### src/rtl/bffa_pkg.sv
// Shared widths, codes and width helpers for the bitmap first-fit block allocator.
`default_nettype none

package bffa_pkg;

    // Default number of blocks held by the free map.
    localparam int NUM_BLOCKS_DEF = 64;

    // Fixed field widths of the request and response words.
    localparam int OPCODE_W = 2;
    localparam int INDEX_W  = 6;
    localparam int COUNT_W  = 7;

    typedef logic [OPCODE_W-1:0] opcode_t;

    // Request operation codes.
    localparam opcode_t OPC_ALLOC = 2'd0;
    localparam opcode_t OPC_FREE  = 2'd1;
    localparam opcode_t OPC_CHECK = 2'd2;

    // Response status codes.
    localparam logic STATUS_OK   = 1'b0;
    localparam logic STATUS_FAIL = 1'b1;

    // Map update command from the sequencer to the map.
    typedef struct packed {
        logic upd;   // apply the range update this cycle
        logic set;   // 1 marks the range taken, 0 marks it free
    } bffa_upd_t;

    // Bits needed to address one block.
    function automatic int bffa_idx_w(input int n);
        return (n > 2) ? $clog2(n) : 1;
    endfunction

    // Bits of a run length: holds the block count and the request count field.
    function automatic int bffa_len_w(input int n);
        int cw;
        cw = $clog2(n + 1);
        return (cw > COUNT_W) ? cw : COUNT_W;
    endfunction

    // Bits of range arithmetic: start plus length never overflows.
    function automatic int bffa_rng_w(input int n);
        int iw;
        int lw;
        iw = bffa_idx_w(n);
        lw = bffa_len_w(n);
        return ((iw > lw) ? iw : lw) + 1;
    endfunction

endpackage

`default_nettype wire

### src/rtl/bffa_if.sv
// Request and response channel interfaces of the block allocator.
`default_nettype none

interface bffa_req_if;
    logic                          valid;
    logic                          ready;
    logic [bffa_pkg::OPCODE_W-1:0] opcode;
    logic [bffa_pkg::INDEX_W-1:0]  block_index;
    logic [bffa_pkg::COUNT_W-1:0]  run_length;

    modport source (output valid, output opcode, output block_index, output run_length,
                    input ready);
    modport sink   (input valid, input opcode, input block_index, input run_length,
                    output ready);
endinterface

interface bffa_rsp_if;
    logic                         valid;
    logic                         ready;
    logic                         status;
    logic [bffa_pkg::INDEX_W-1:0] first_block;
    logic                         block_taken;

    modport source (output valid, output status, output first_block, output block_taken,
                    input ready);
    modport sink   (input valid, input status, input first_block, input block_taken,
                    output ready);
endinterface

`default_nettype wire

### src/rtl/bffa_map.sv
// Free map register with a range set/clear update and two bit read ports.
`default_nettype none

module bffa_map #(
    parameter int NUM_BLOCKS = bffa_pkg::NUM_BLOCKS_DEF
) (
    input  wire logic                                      clk,
    input  wire logic                                      rst_n,
    input  wire bffa_pkg::bffa_upd_t                       upd,
    input  wire logic [bffa_pkg::bffa_rng_w(NUM_BLOCKS)-1:0] lo,
    input  wire logic [bffa_pkg::bffa_rng_w(NUM_BLOCKS)-1:0] len,
    input  wire logic [bffa_pkg::bffa_idx_w(NUM_BLOCKS)-1:0] addr_a,
    input  wire logic [bffa_pkg::bffa_idx_w(NUM_BLOCKS)-1:0] addr_b,
    output logic                                           bit_a,
    output logic                                           bit_b
);

    localparam int MW = bffa_pkg::bffa_rng_w(NUM_BLOCKS);

    logic [NUM_BLOCKS-1:0] map_reg;
    logic [NUM_BLOCKS-1:0] map_next;
    logic [MW-1:0]         hi;

    // Exclusive end of the range; blocks past the map fall away by themselves.
    assign hi = lo + len;

    // Each bit inside the range takes the new value, the rest keep theirs.
    always_comb
    begin
        map_next = map_reg;
        if (upd.upd)
        begin
            for (int i = 0; i < NUM_BLOCKS; i++)
            begin
                if ((MW'(i) >= lo) && (MW'(i) < hi))
                begin
                    map_next[i] = upd.set;
                end
            end
        end
    end

    // Reset leaves every block free.
    always_ff @(posedge clk or negedge rst_n)
    begin
        if (!rst_n)
        begin
            map_reg <= '0;
        end
        else
        begin
            map_reg <= map_next;
        end
    end

    assign bit_a = map_reg[addr_a];
    assign bit_b = map_reg[addr_b];

endmodule

`default_nettype wire

### src/rtl/bffa_scan.sv
// Run scanner: steps one block a cycle while step is high and counts consecutive free blocks.
`default_nettype none

module bffa_scan #(
    parameter int NUM_BLOCKS = bffa_pkg::NUM_BLOCKS_DEF
) (
    input  wire logic                                        clk,
    input  wire logic                                        rst_n,
    input  wire logic                                        clr,
    input  wire logic                                        step,
    input  wire logic                                        bit_taken,
    input  wire logic [bffa_pkg::bffa_rng_w(NUM_BLOCKS)-1:0] len,
    output logic [bffa_pkg::bffa_idx_w(NUM_BLOCKS)-1:0]      pos,
    output logic [bffa_pkg::bffa_idx_w(NUM_BLOCKS)-1:0]      first_cur,
    output logic                                             found,
    output logic                                             last
);

    localparam int IDXW = bffa_pkg::bffa_idx_w(NUM_BLOCKS);
    localparam int MW   = bffa_pkg::bffa_rng_w(NUM_BLOCKS);

    logic [IDXW-1:0] pos_reg;
    logic [IDXW-1:0] pos_next;
    logic [IDXW-1:0] first_reg;
    logic [IDXW-1:0] first_next;
    logic [MW-1:0]   run_reg;
    logic [MW-1:0]   run_next;
    logic [MW-1:0]   run_inc;

    // Shared increment and compare: the run grows by one on a free block.
    assign run_inc   = run_reg + MW'(1);
    assign first_cur = (run_reg == '0) ? pos_reg : first_reg;
    assign found     = !bit_taken && (run_inc == len);
    assign last      = (pos_reg == IDXW'(NUM_BLOCKS - 1));
    assign pos       = pos_reg;

    always_comb
    begin
        pos_next   = pos_reg;
        first_next = first_reg;
        run_next   = run_reg;
        if (clr)
        begin
            pos_next = '0;
            run_next = '0;
        end
        else if (step)
        begin
            pos_next   = pos_reg + IDXW'(1);
            first_next = first_cur;
            run_next   = bit_taken ? '0 : run_inc;
        end
    end

    always_ff @(posedge clk or negedge rst_n)
    begin
        if (!rst_n)
        begin
            pos_reg <= '0;
            run_reg <= '0;
        end
        else
        begin
            pos_reg <= pos_next;
            run_reg <= run_next;
        end
    end

    // The run start is payload and needs no reset.
    always_ff @(posedge clk)
    begin
        first_reg <= first_next;
    end

endmodule

`default_nettype wire

### src/rtl/bitmap_first_fit_block_allocator.sv
// Bitmap first-fit block allocator: sequencer, run scanner and free map.
// Allocate: accept, a scan of the map from block 0 one block at a time up to the last block,
//   a mark step and a response step.
// Free requests pass the mark step on the way to the response; check and rejected requests
//   go straight to it. No new request is taken until the response word has been loaded.
// Reset (rst_n low, asynchronous) marks every block free and empties the response.
`default_nettype none

module bitmap_first_fit_block_allocator #(
    parameter int NUM_BLOCKS = bffa_pkg::NUM_BLOCKS_DEF
) (
    input  wire logic  clk,
    input  wire logic  rst_n,
    bffa_req_if.sink   req,
    bffa_rsp_if.source rsp
);

    localparam int IDXW = bffa_pkg::bffa_idx_w(NUM_BLOCKS);
    localparam int MW   = bffa_pkg::bffa_rng_w(NUM_BLOCKS);

    typedef enum logic [1:0] {
        S_IDLE,
        S_SCAN,
        S_MARK,
        S_POST
    } state_t;

    state_t                        state_reg;
    state_t                        state_next;
    bffa_pkg::opcode_t             op_reg;
    bffa_pkg::opcode_t             op_next;
    logic [bffa_pkg::INDEX_W-1:0]  idx_reg;
    logic [bffa_pkg::INDEX_W-1:0]  idx_next;
    logic [MW-1:0]                 lo_reg;
    logic [MW-1:0]                 lo_next;
    logic [MW-1:0]                 len_reg;
    logic [MW-1:0]                 len_next;
    logic                          fail_reg;
    logic                          fail_next;
    logic                          out_valid_reg;
    logic                          out_valid_next;
    logic                          out_status_reg;
    logic                          out_status_next;
    logic [bffa_pkg::INDEX_W-1:0]  out_start_reg;
    logic [bffa_pkg::INDEX_W-1:0]  out_start_next;
    logic                          out_taken_reg;
    logic                          out_taken_next;

    logic                          accept;
    logic [MW-1:0]                 cnt_ext;
    logic [MW-1:0]                 idx_ext;
    logic [MW-1:0]                 req_idx_ext;
    logic [IDXW-1:0]               chk_addr;
    bffa_pkg::bffa_upd_t           upd;
    logic                          bit_scan;
    logic                          bit_chk;
    logic [IDXW-1:0]               scan_pos;
    logic [IDXW-1:0]               scan_first;
    logic                          scan_found;
    logic                          scan_last;

    assign accept      = req.valid && req.ready;
    assign req.ready   = (state_reg == S_IDLE);
    assign cnt_ext     = MW'(req.run_length);
    assign req_idx_ext = MW'(req.block_index);
    assign idx_ext     = MW'(idx_reg);
    assign chk_addr    = idx_ext[IDXW-1:0];

    assign rsp.valid       = out_valid_reg;
    assign rsp.status      = out_status_reg;
    assign rsp.first_block = out_start_reg;
    assign rsp.block_taken = out_taken_reg;

    // The mark cycle sets an allocated run or clears a freed range.
    always_comb
    begin
        upd.upd = (state_reg == S_MARK);
        upd.set = (op_reg == bffa_pkg::OPC_ALLOC);
    end

    bffa_map #(
        .NUM_BLOCKS (NUM_BLOCKS)
    ) u_map (
        .clk    (clk),
        .rst_n  (rst_n),
        .upd    (upd),
        .lo     (lo_reg),
        .len    (len_reg),
        .addr_a (scan_pos),
        .addr_b (chk_addr),
        .bit_a  (bit_scan),
        .bit_b  (bit_chk)
    );

    bffa_scan #(
        .NUM_BLOCKS (NUM_BLOCKS)
    ) u_scan (
        .clk       (clk),
        .rst_n     (rst_n),
        .clr       (accept),
        .step      (state_reg == S_SCAN),
        .bit_taken (bit_scan),
        .len       (len_reg),
        .pos       (scan_pos),
        .first_cur (scan_first),
        .found     (scan_found),
        .last      (scan_last)
    );

    // Sequencer next state and response word.
    always_comb
    begin
        state_next      = state_reg;
        op_next         = op_reg;
        idx_next        = idx_reg;
        lo_next         = lo_reg;
        len_next        = len_reg;
        fail_next       = fail_reg;
        out_valid_next  = out_valid_reg;
        out_status_next = out_status_reg;
        out_start_next  = out_start_reg;
        out_taken_next  = out_taken_reg;

        if (rsp.valid && rsp.ready)
        begin
            out_valid_next = 1'b0;
        end

        unique case (state_reg)
            S_IDLE:
            begin
                if (accept)
                begin
                    op_next   = req.opcode;
                    idx_next  = req.block_index;
                    lo_next   = req_idx_ext;
                    len_next  = cnt_ext;
                    fail_next = 1'b0;
                    unique case (req.opcode)
                        bffa_pkg::OPC_ALLOC:
                        begin
                            if ((cnt_ext == '0) || (cnt_ext > MW'(NUM_BLOCKS)))
                            begin
                                fail_next  = 1'b1;
                                state_next = S_POST;
                            end
                            else
                            begin
                                state_next = S_SCAN;
                            end
                        end
                        bffa_pkg::OPC_FREE:
                        begin
                            state_next = S_MARK;
                        end
                        bffa_pkg::OPC_CHECK:
                        begin
                            fail_next  = (req_idx_ext >= MW'(NUM_BLOCKS));
                            state_next = S_POST;
                        end
                        default:
                        begin
                            fail_next  = 1'b1;
                            state_next = S_POST;
                        end
                    endcase
                end
            end
            S_SCAN:
            begin
                if (scan_found)
                begin
                    lo_next    = MW'(scan_first);
                    state_next = S_MARK;
                end
                else if (scan_last)
                begin
                    fail_next  = 1'b1;
                    state_next = S_POST;
                end
            end
            S_MARK:
            begin
                state_next = S_POST;
            end
            S_POST:
            begin
                // Load the response once the output register is empty or draining.
                if (!out_valid_reg || rsp.ready)
                begin
                    out_valid_next  = 1'b1;
                    out_status_next = fail_reg ? bffa_pkg::STATUS_FAIL : bffa_pkg::STATUS_OK;
                    out_start_next  = ((op_reg == bffa_pkg::OPC_ALLOC) && !fail_reg)
                                      ? lo_reg[bffa_pkg::INDEX_W-1:0] : '0;
                    out_taken_next  = (op_reg == bffa_pkg::OPC_CHECK) && !fail_reg && bit_chk;
                    state_next      = S_IDLE;
                end
            end
        endcase
    end

    // State and registered outputs.
    always_ff @(posedge clk or negedge rst_n)
    begin
        if (!rst_n)
        begin
            state_reg     <= S_IDLE;
            out_valid_reg <= 1'b0;
        end
        else
        begin
            state_reg     <= state_next;
            out_valid_reg <= out_valid_next;
        end
    end

    // Request and response payload.
    always_ff @(posedge clk)
    begin
        op_reg         <= op_next;
        idx_reg        <= idx_next;
        lo_reg         <= lo_next;
        len_reg        <= len_next;
        fail_reg       <= fail_next;
        out_status_reg <= out_status_next;
        out_start_reg  <= out_start_next;
        out_taken_reg  <= out_taken_next;
    end

endmodule

`default_nettype wire

### src/flat_wrapper.sv
// flat-port wrapper written by rule: the top's interface ports become plain ports
module bitmap_first_fit_block_allocator_flat 
#(
    parameter int NUM_BLOCKS = bffa_pkg::NUM_BLOCKS_DEF
)
  (clk, rst_n, req_valid, req_opcode, req_block_index, req_run_length, req_ready, rsp_valid, rsp_status, rsp_first_block, rsp_block_taken, rsp_ready);
  bffa_req_if req_i ();
  bffa_rsp_if rsp_i ();
  input  wire logic clk;
  input  wire logic rst_n;
  input wire logic [$bits(req_i.valid)-1:0] req_valid;
  input wire logic [$bits(req_i.opcode)-1:0] req_opcode;
  input wire logic [$bits(req_i.block_index)-1:0] req_block_index;
  input wire logic [$bits(req_i.run_length)-1:0] req_run_length;
  output wire logic [$bits(req_i.ready)-1:0] req_ready;
  output wire logic [$bits(rsp_i.valid)-1:0] rsp_valid;
  output wire logic [$bits(rsp_i.status)-1:0] rsp_status;
  output wire logic [$bits(rsp_i.first_block)-1:0] rsp_first_block;
  output wire logic [$bits(rsp_i.block_taken)-1:0] rsp_block_taken;
  input wire logic [$bits(rsp_i.ready)-1:0] rsp_ready;
  assign req_i.valid = req_valid;
  assign req_i.opcode = req_opcode;
  assign req_i.block_index = req_block_index;
  assign req_i.run_length = req_run_length;
  assign req_ready = req_i.ready;
  assign rsp_valid = rsp_i.valid;
  assign rsp_status = rsp_i.status;
  assign rsp_first_block = rsp_i.first_block;
  assign rsp_block_taken = rsp_i.block_taken;
  assign rsp_i.ready = rsp_ready;
  bitmap_first_fit_block_allocator #(.NUM_BLOCKS(NUM_BLOCKS)) u_core (.clk(clk), .rst_n(rst_n), .req(req_i), .rsp(rsp_i));
endmodule
### config.mk
export PLATFORM = sky130hd
export DESIGN_NAME = bitmap_first_fit_block_allocator_flat
export DESIGN_NICKNAME = d
export VERILOG_FILES = /design/src/rtl/bffa_pkg.sv /design/src/rtl/bffa_if.sv /design/src/rtl/bffa_map.sv /design/src/rtl/bffa_scan.sv /design/src/rtl/bitmap_first_fit_block_allocator.sv /design/src/flat_wrapper.sv
export SDC_FILE = /design/constraint.sdc
export NUM_CORES = 1
export LEC_CHECK = 0
export BUFFER_PORTS_ARGS = -buffer_cell sky130_fd_sc_hd__buf_2
export CAP_MARGIN = 20
export CORE_MARGIN = 5
export CORE_UTILIZATION = 40
export CTS_BUF_LIST = sky130_fd_sc_hd__clkbuf_8
export CTS_CLUSTER_SIZE = 16
export DETAILED_ROUTE_END_ITERATION = 8
export PLACE_DENSITY = 0.65
export SLEW_MARGIN = 20
export SYNTH_ARGS = -nofsm -noshare
export SYNTH_HDL_FRONTEND = slang
export SYNTH_SLANG_ARGS = --single-unit
### constraint.sdc
create_clock -name clk -period 3.9 [get_ports clk]
set_input_delay 0.39 -clock clk [delete_from_list [all_inputs] [get_ports clk]]
set_output_delay 0.39 -clock clk [all_outputs]
set_load 0.02 [all_outputs]
Word-level counts from Yosys, hierarchy flattened
Cells that the tools add are included. Widths: inputs -> output; s select.

Bits in latches: 0. Output and inout port bits: 10. RAM bits: 0. Input port bits: 19. Memories kept: 0. Bits in read-only memories: 0. Word-level logic and storage cells: 409. Register bits: 119.

Multipliers: 0. Multiplexer cells: 30. Reduce and logical (&&, ||, !) cells: 152. Bitwise logic cells: 1. Magnitude comparators: 132. Eq/ne operators: 14. Divide/modulo/power cells: 0. Shifts and indexed selects: 0. $add $sub $neg: 3.

Operators by type and width (count): $ge 6x8->1 const A (32); $lt 6x8->1 const A (32); $reduce_and 2->1 (67); $ge 5x8->1 const A (16); $lt 5x8->1 const A (16); $logic_and 1x1->1 (70); $ge 4x8->1 const A (8); $lt 4x8->1 const A (8); $mux 8 (5); $ge 3x8->1 const A (4); $lt 3x8->1 const A (4); $mux 6 (3); $ge 1x8->1 const A (2); $ge 2x8->1 const A (2); $logic_not 8->1 (2); $lt 1x8->1 const A (2); $lt 2x8->1 const A (2); $pmux 8 s2 (1); $lt 6x7->1 const B (2); $bmux 1 s6 (2); $mux 1 (10); $mux 2 (5); $add 8x1->8 const B (1); $add 8x7->8 (1); 21 further kinds (35).

Longest topological paths before layout
Depth after elaboration: 6. Depth in mapped cells: 11. Mapped depth without buffers: 9.

By module
A second synthesis with hierarchy kept.

Cells, all modules: 742. Area, all modules: 7995.2 µm².

Modules (own cells, without submodules): bffa_map (sequential area each 1601.5 µm², cells each 532, times used 1, area an instance 5405.2 µm²); bitmap_first_fit_block_allocator (sequential area each 975.9 µm², cells each 82, times used 1, area an instance 1346.3 µm²); bffa_scan (sequential area each 530.5 µm², cells each 128, times used 1, area an instance 1243.7 µm²).

Least setup slack after synthesis
Ideal clock, no wire load.

Path type: reg-to-reg. Start: register u_core.lo_reg[0]. End: register u_core.u_map.map_reg[20]. Library setup time: 125 ps. Cell stages (with the launch flop): 12. Period minus slack after synthesis: 2965 ps. Path slack: 935 ps. Arrival: 2840 ps. Path buffers: 2. Required time: 3775 ps. Path through: edfxtp_1 > ha_1 > fa_1 > a21o_1 > a21oi_2 > a2111oi_0 > o21ai_1 > buf_2 > nand2_1 > buf_2 > a221oi_1 > mux2_2.

Word-level cells in the longest chain between the ends: 4. Elaborated cells between the ends (all ways): 5. Those cells by class: add/sub: 1; order compare: 2; reduce/logical: 2.

RTL lines: start, declared (RTL line bitmap_first_fit_block_allocator.sv:34) `logic [MW-1:0] lo_reg;`; start signal, assigned (RTL line bitmap_first_fit_block_allocator.sv:222) `lo_reg <= lo_next;`; $add 8x7->8 (RTL line bffa_map.sv:25) `assign hi = lo + len;`; $lt 5x8->1 (RTL line bffa_map.sv:35) `if ((MW'(i) >= lo) && (MW'(i) < hi))`; $logic_and 1x1->1 * (RTL line bffa_map.sv:35); $reduce_and 2->1 (no line) *; end signal, assigned (RTL line bffa_map.sv:52) `map_reg <= map_next;`; end, declared (RTL line bffa_map.sv:20) `logic [NUM_BLOCKS-1:0] map_reg;`.

Every way passes the cells marked *; elsewhere a longest branch is shown, timed or not. A chain may end at the register's enable or synchronous reset.

Worst setup path after layout
Start: register u_core.lo_reg[0]. End: register u_core.u_map.map_reg[49].

Word-level cells in the longest chain between the ends: 4. Elaborated cells between the ends (all ways): 5. Those cells by class: add/sub: 1; order compare: 2; reduce/logical: 2.

RTL lines (RTL line): $add 8x7->8 (bffa_map.sv:25); $lt 6x8->1 (bffa_map.sv:35); $logic_and 1x1->1 * (bffa_map.sv:35); $reduce_and 2->1 (no line) *.

Marked as above.

==> out/qor.csv <==
stage,metric,value,unit
synth,sequential-to-total area share from yosys stat,0.414,
timing,fin crit share,0.936,
place,IO Port Bufs,28,
pwr,Worst VDD drop,0.329,mV
place,instance area at placement,7820,sq um
grt,Overall Global Routing Usage,0.197,
pwr,clock power share,0.147,
route,via density per instance,6.27,
final_layout,post-route insts no fill,921,
final_layout,Layout area overhead,8.83,%
place,DP Wirelength,15100,um
synth,syn nets,701,
floorplanning,placeable core area,18600,sq um
final_layout,max reg flops,64,
floorplanning,IO Count,29,
route,WL per Instance,22.8,um
clocking,H-tree levels,4,
synth,"Distinct cells, synth",62,
pwr,Sequential Power Share,0.334,
route,Vias,5771,
pwr,Pleak,3.22,nW
floorplanning,Die Y,147,um
setup_path,critical path arrival,3.99,ns
synth,asr flop ratio synth,0.692,
grt,vias in the first global route,5535,
clocking,Clock Latency Late Sink,0.45,ns
synth,Post-Synthesis Cell Area,7500,sq um
clocking,clock buffer depth,2,
hold_path,Hold Crit Class,in2async,
floorplanning,Rows,50,
pwr,Switching Fraction,0.453,
clocking,Resized cells post-CTS,0,
pwr,PD cells,825,nW/um^2
outcome,status,finished clean,
timing,Setup Skew,0.0146,ns
timing,fin crit period,3.65,ns
final_layout,Final #Nets,707,
timing,Worst Max-Slew Pin Slew,1.04,ns
synth,ys flop type,dfrtp_1,
clocking,clock slew at reported path FFs,0.08,ns
final_layout,post-route core utilization,0.439,
setup_path,launching element type of the critical path,flop,
place,placed cell count,889,
route,detailed-route wire length,21000,um
final_layout,antenna cell count,0,
setup_path,depth of the most critical reg-to-reg path,9,
timing,Post-Route Setup TNS,0,ns
floorplanning,initial core utilization,0.404,
floorplanning,Die ar.,21600,sq um
place,pre-CTS WS,0.328,ns
final_layout,final instance area,8160,sq um
synth,number of synthesized flops with an enable pin,36,
final_layout,Filler Cells Inserted,1700,
setup_path,Worst Path Max Fanout,16,
grt,first-pass GRT wire length,33100,um
route,1st-pass router iterations,5,
floorplanning,Die X-Extent,147,um
pwr,switching power,3.05,mW
pwr,Total Power,6.73,mW
synth,post-synthesis cell count,668,
timing,"Hold Vio Cnt, Final",0,
grt,largest net degree at the start of global routing,61,
clocking,# hold bufs at CTS,0,
flow_run,Max-cap violations,0,
synth,#FFs+latches synth,117,
place,Routability Congestion,0.942,
pwr,Cell Int Power,3.69,mW
clocking,CTS Root Cell,clkbuf_8,
timing,Setup Viol. Count Final,0,
timing,max-slew violations,0,
timing,setup slack after layout,0.250,ns
route,Remaining DRCs,0,
setup_path,R2R Setup Slk,0.25,ns
setup_path,Critical Path End Type,flop,
clocking,clock sink total,117,
clocking,TritonCTS clock tree,done,
clocking,Setup Buffers After CTS,0,
setup_path,R2R Path Start,u_core.lo_reg[0],
timing,Hold WS,0.0204,ns
timing,FMAX,274,MHz
clocking,CTS buffer count,17,
grt,antenna violations before repair,1,
setup_path,Worst R2R End,u_core.u_map.map_reg[49],
setup_path,Critical Path RT,4.24,ns
final_layout,share of layout cells above drive strength 1,0.295,
synth,synthesized area per cell,11.2,sq um
pwr,Comb pwr share,0.520,
route,drt first-iter violations,525,
setup_path,critical path type,reg2reg,
timing,RSZ-0062 raised after global routing,false,
synth,Syn. warnings,0,
grt,grt ovf,0,
route,Detail Route Antenna Nets,0,
timing,worst rel slew slack,0.308,
## cells in the mapped netlist (10+ instances only)
cell,number,area [sq um]
mux4_2,38,856
nor3_1,12,60.1
o311ai_0,15,131
o21ai_0,32,160
ha_1,13,163
and2_1,11,68.8
mux2_2,77,867
clkbuf_1,42,158
nand3_1,22,110
o2111ai_1,17,149
nor2_1,47,176
nand2b_1,10,62.6
edfxtp_1,36,1080
a21oi_1,15,75.1
nor2b_1,12,75.1
nand2_1,44,165
dfrtp_1,81,2030
## area by class of cell
cell class                 instances  area, sq um  share of cell area
inverter                           9         33.8             0.00414
multi-input combinational        484         4110               0.504
tap                              234          293              0.0359
timing repair buffer              45          270              0.0331
clock inverter                    15          110              0.0135
sequential                       117         3110               0.381
clock buffer                      17          234              0.0287
## placed cells by master (no fill, tap or decap), types with 3 or more instances in the layout
| master | Yosys | layout |
|---|---|---|
| nand3b_1 | 3 | 3 |
| inv_1 | 9 | 10 |
| xnor2_1 | 9 | 9 |
| clkbuf_8 | 0 | 17 |
| or3_1 | 5 | 5 |
| mux4_2 | 38 | 38 |
| nor2_1 | 47 | 46 |
| a21o_1 | 7 | 7 |
| buf_2 | 8 | 27 |
| clkinv_4 | 0 | 5 |
| nand4_1 | 4 | 4 |
| o2111ai_1 | 17 | 17 |
| mux2i_1 | 8 | 8 |
| o31ai_1 | 5 | 5 |
| a21oi_1 | 15 | 15 |
| and3_1 | 8 | 8 |
| a221oi_1 | 9 | 9 |
| o211ai_1 | 4 | 4 |
| buf_4 | 3 | 18 |
| and2_1 | 11 | 10 |
| nand2_1 | 44 | 44 |
| xor2_1 | 9 | 9 |
| a31oi_1 | 4 | 4 |
| nor3b_1 | 3 | 3 |
| nand3_1 | 22 | 22 |
| ha_1 | 13 | 13 |
| edfxtp_1 | 36 | 36 |
| nor3_1 | 12 | 12 |
| o21a_1 | 5 | 5 |
| o21ai_0 | 32 | 32 |
| nor2b_1 | 12 | 12 |
| clkinvlp_4 | 0 | 5 |
| dfrtp_1 | 81 | 81 |
| a211oi_1 | 3 | 3 |
| nand2b_1 | 10 | 10 |
| a31o_2 | 3 | 3 |
| mux2_2 | 77 | 77 |
| o311ai_0 | 15 | 15 |
## how the worst max path moves through the flow
stage                                 from                        to  slack [ns]  cells past startpoint
after floorplan           u_core.lo_reg[0]  u_core.u_map.map_reg[20]        0.94                     11
after global placement    u_core.lo_reg[0]  u_core.u_map.map_reg[49]        0.38                      9
after detailed placement  u_core.lo_reg[0]  u_core.u_map.map_reg[49]        0.33                      9
after CTS                 u_core.lo_reg[0]  u_core.u_map.map_reg[49]        0.31                      9
after global routing      u_core.lo_reg[0]  u_core.u_map.map_reg[49]        0.06                      9
final                     u_core.lo_reg[0]  u_core.u_map.map_reg[49]        0.25                      9
## power by group through the flow
stage | logic (mW) | clock network [mW] | registers (mW)
after floorplan | 2.63 | 0 | 2.03
after global placement | 3.40 | 0 | 2.23
after detailed placement | 3.43 | 0 | 2.26
after CTS | 3.45 | 1.01 | 2.23
after global routing | 3.75 | 1.07 | 2.30
final | 3.50 | 0.989 | 2.25
## critical path, stage by stage (launching register included)
cell	delay, ns
edfxtp_1	0.54
ha_1	0.28
fa_1	0.44
a21o_1	0.21
a21oi_2	0.29
xnor2_1	0.14
nand2b_1	0.42
o21bai_2	0.44
o2111ai_1	0.40
mux2_2	0.39
## metal layers
layer  track usage  up-vias  part of all wire  routed length [um]
li1              -     2574                 -                   -
met1         0.282     2900              0.44                9220
met2         0.288      252              0.45                9420
met3        0.0472       43             0.077                1620
met4        0.0829        2             0.034                 709
met5             0        -           0.00062                  13
## logic make-up (layout without fill, tap and decap cells)
group,count (synthesis),after routing,synth area share
XOR/XNOR,19,19,0.0240
flip-flops,117,117,0.414
buffers and inverters,67,86,0.0384
adder cells (fa/ha/maj),14,14,0.0244
multiplexers,124,124,0.242
AO/OA/AOI/OAI,136,136,0.130
AND/OR/NAND/NOR,191,191,0.126
Power figures use the tool's default switching activity.
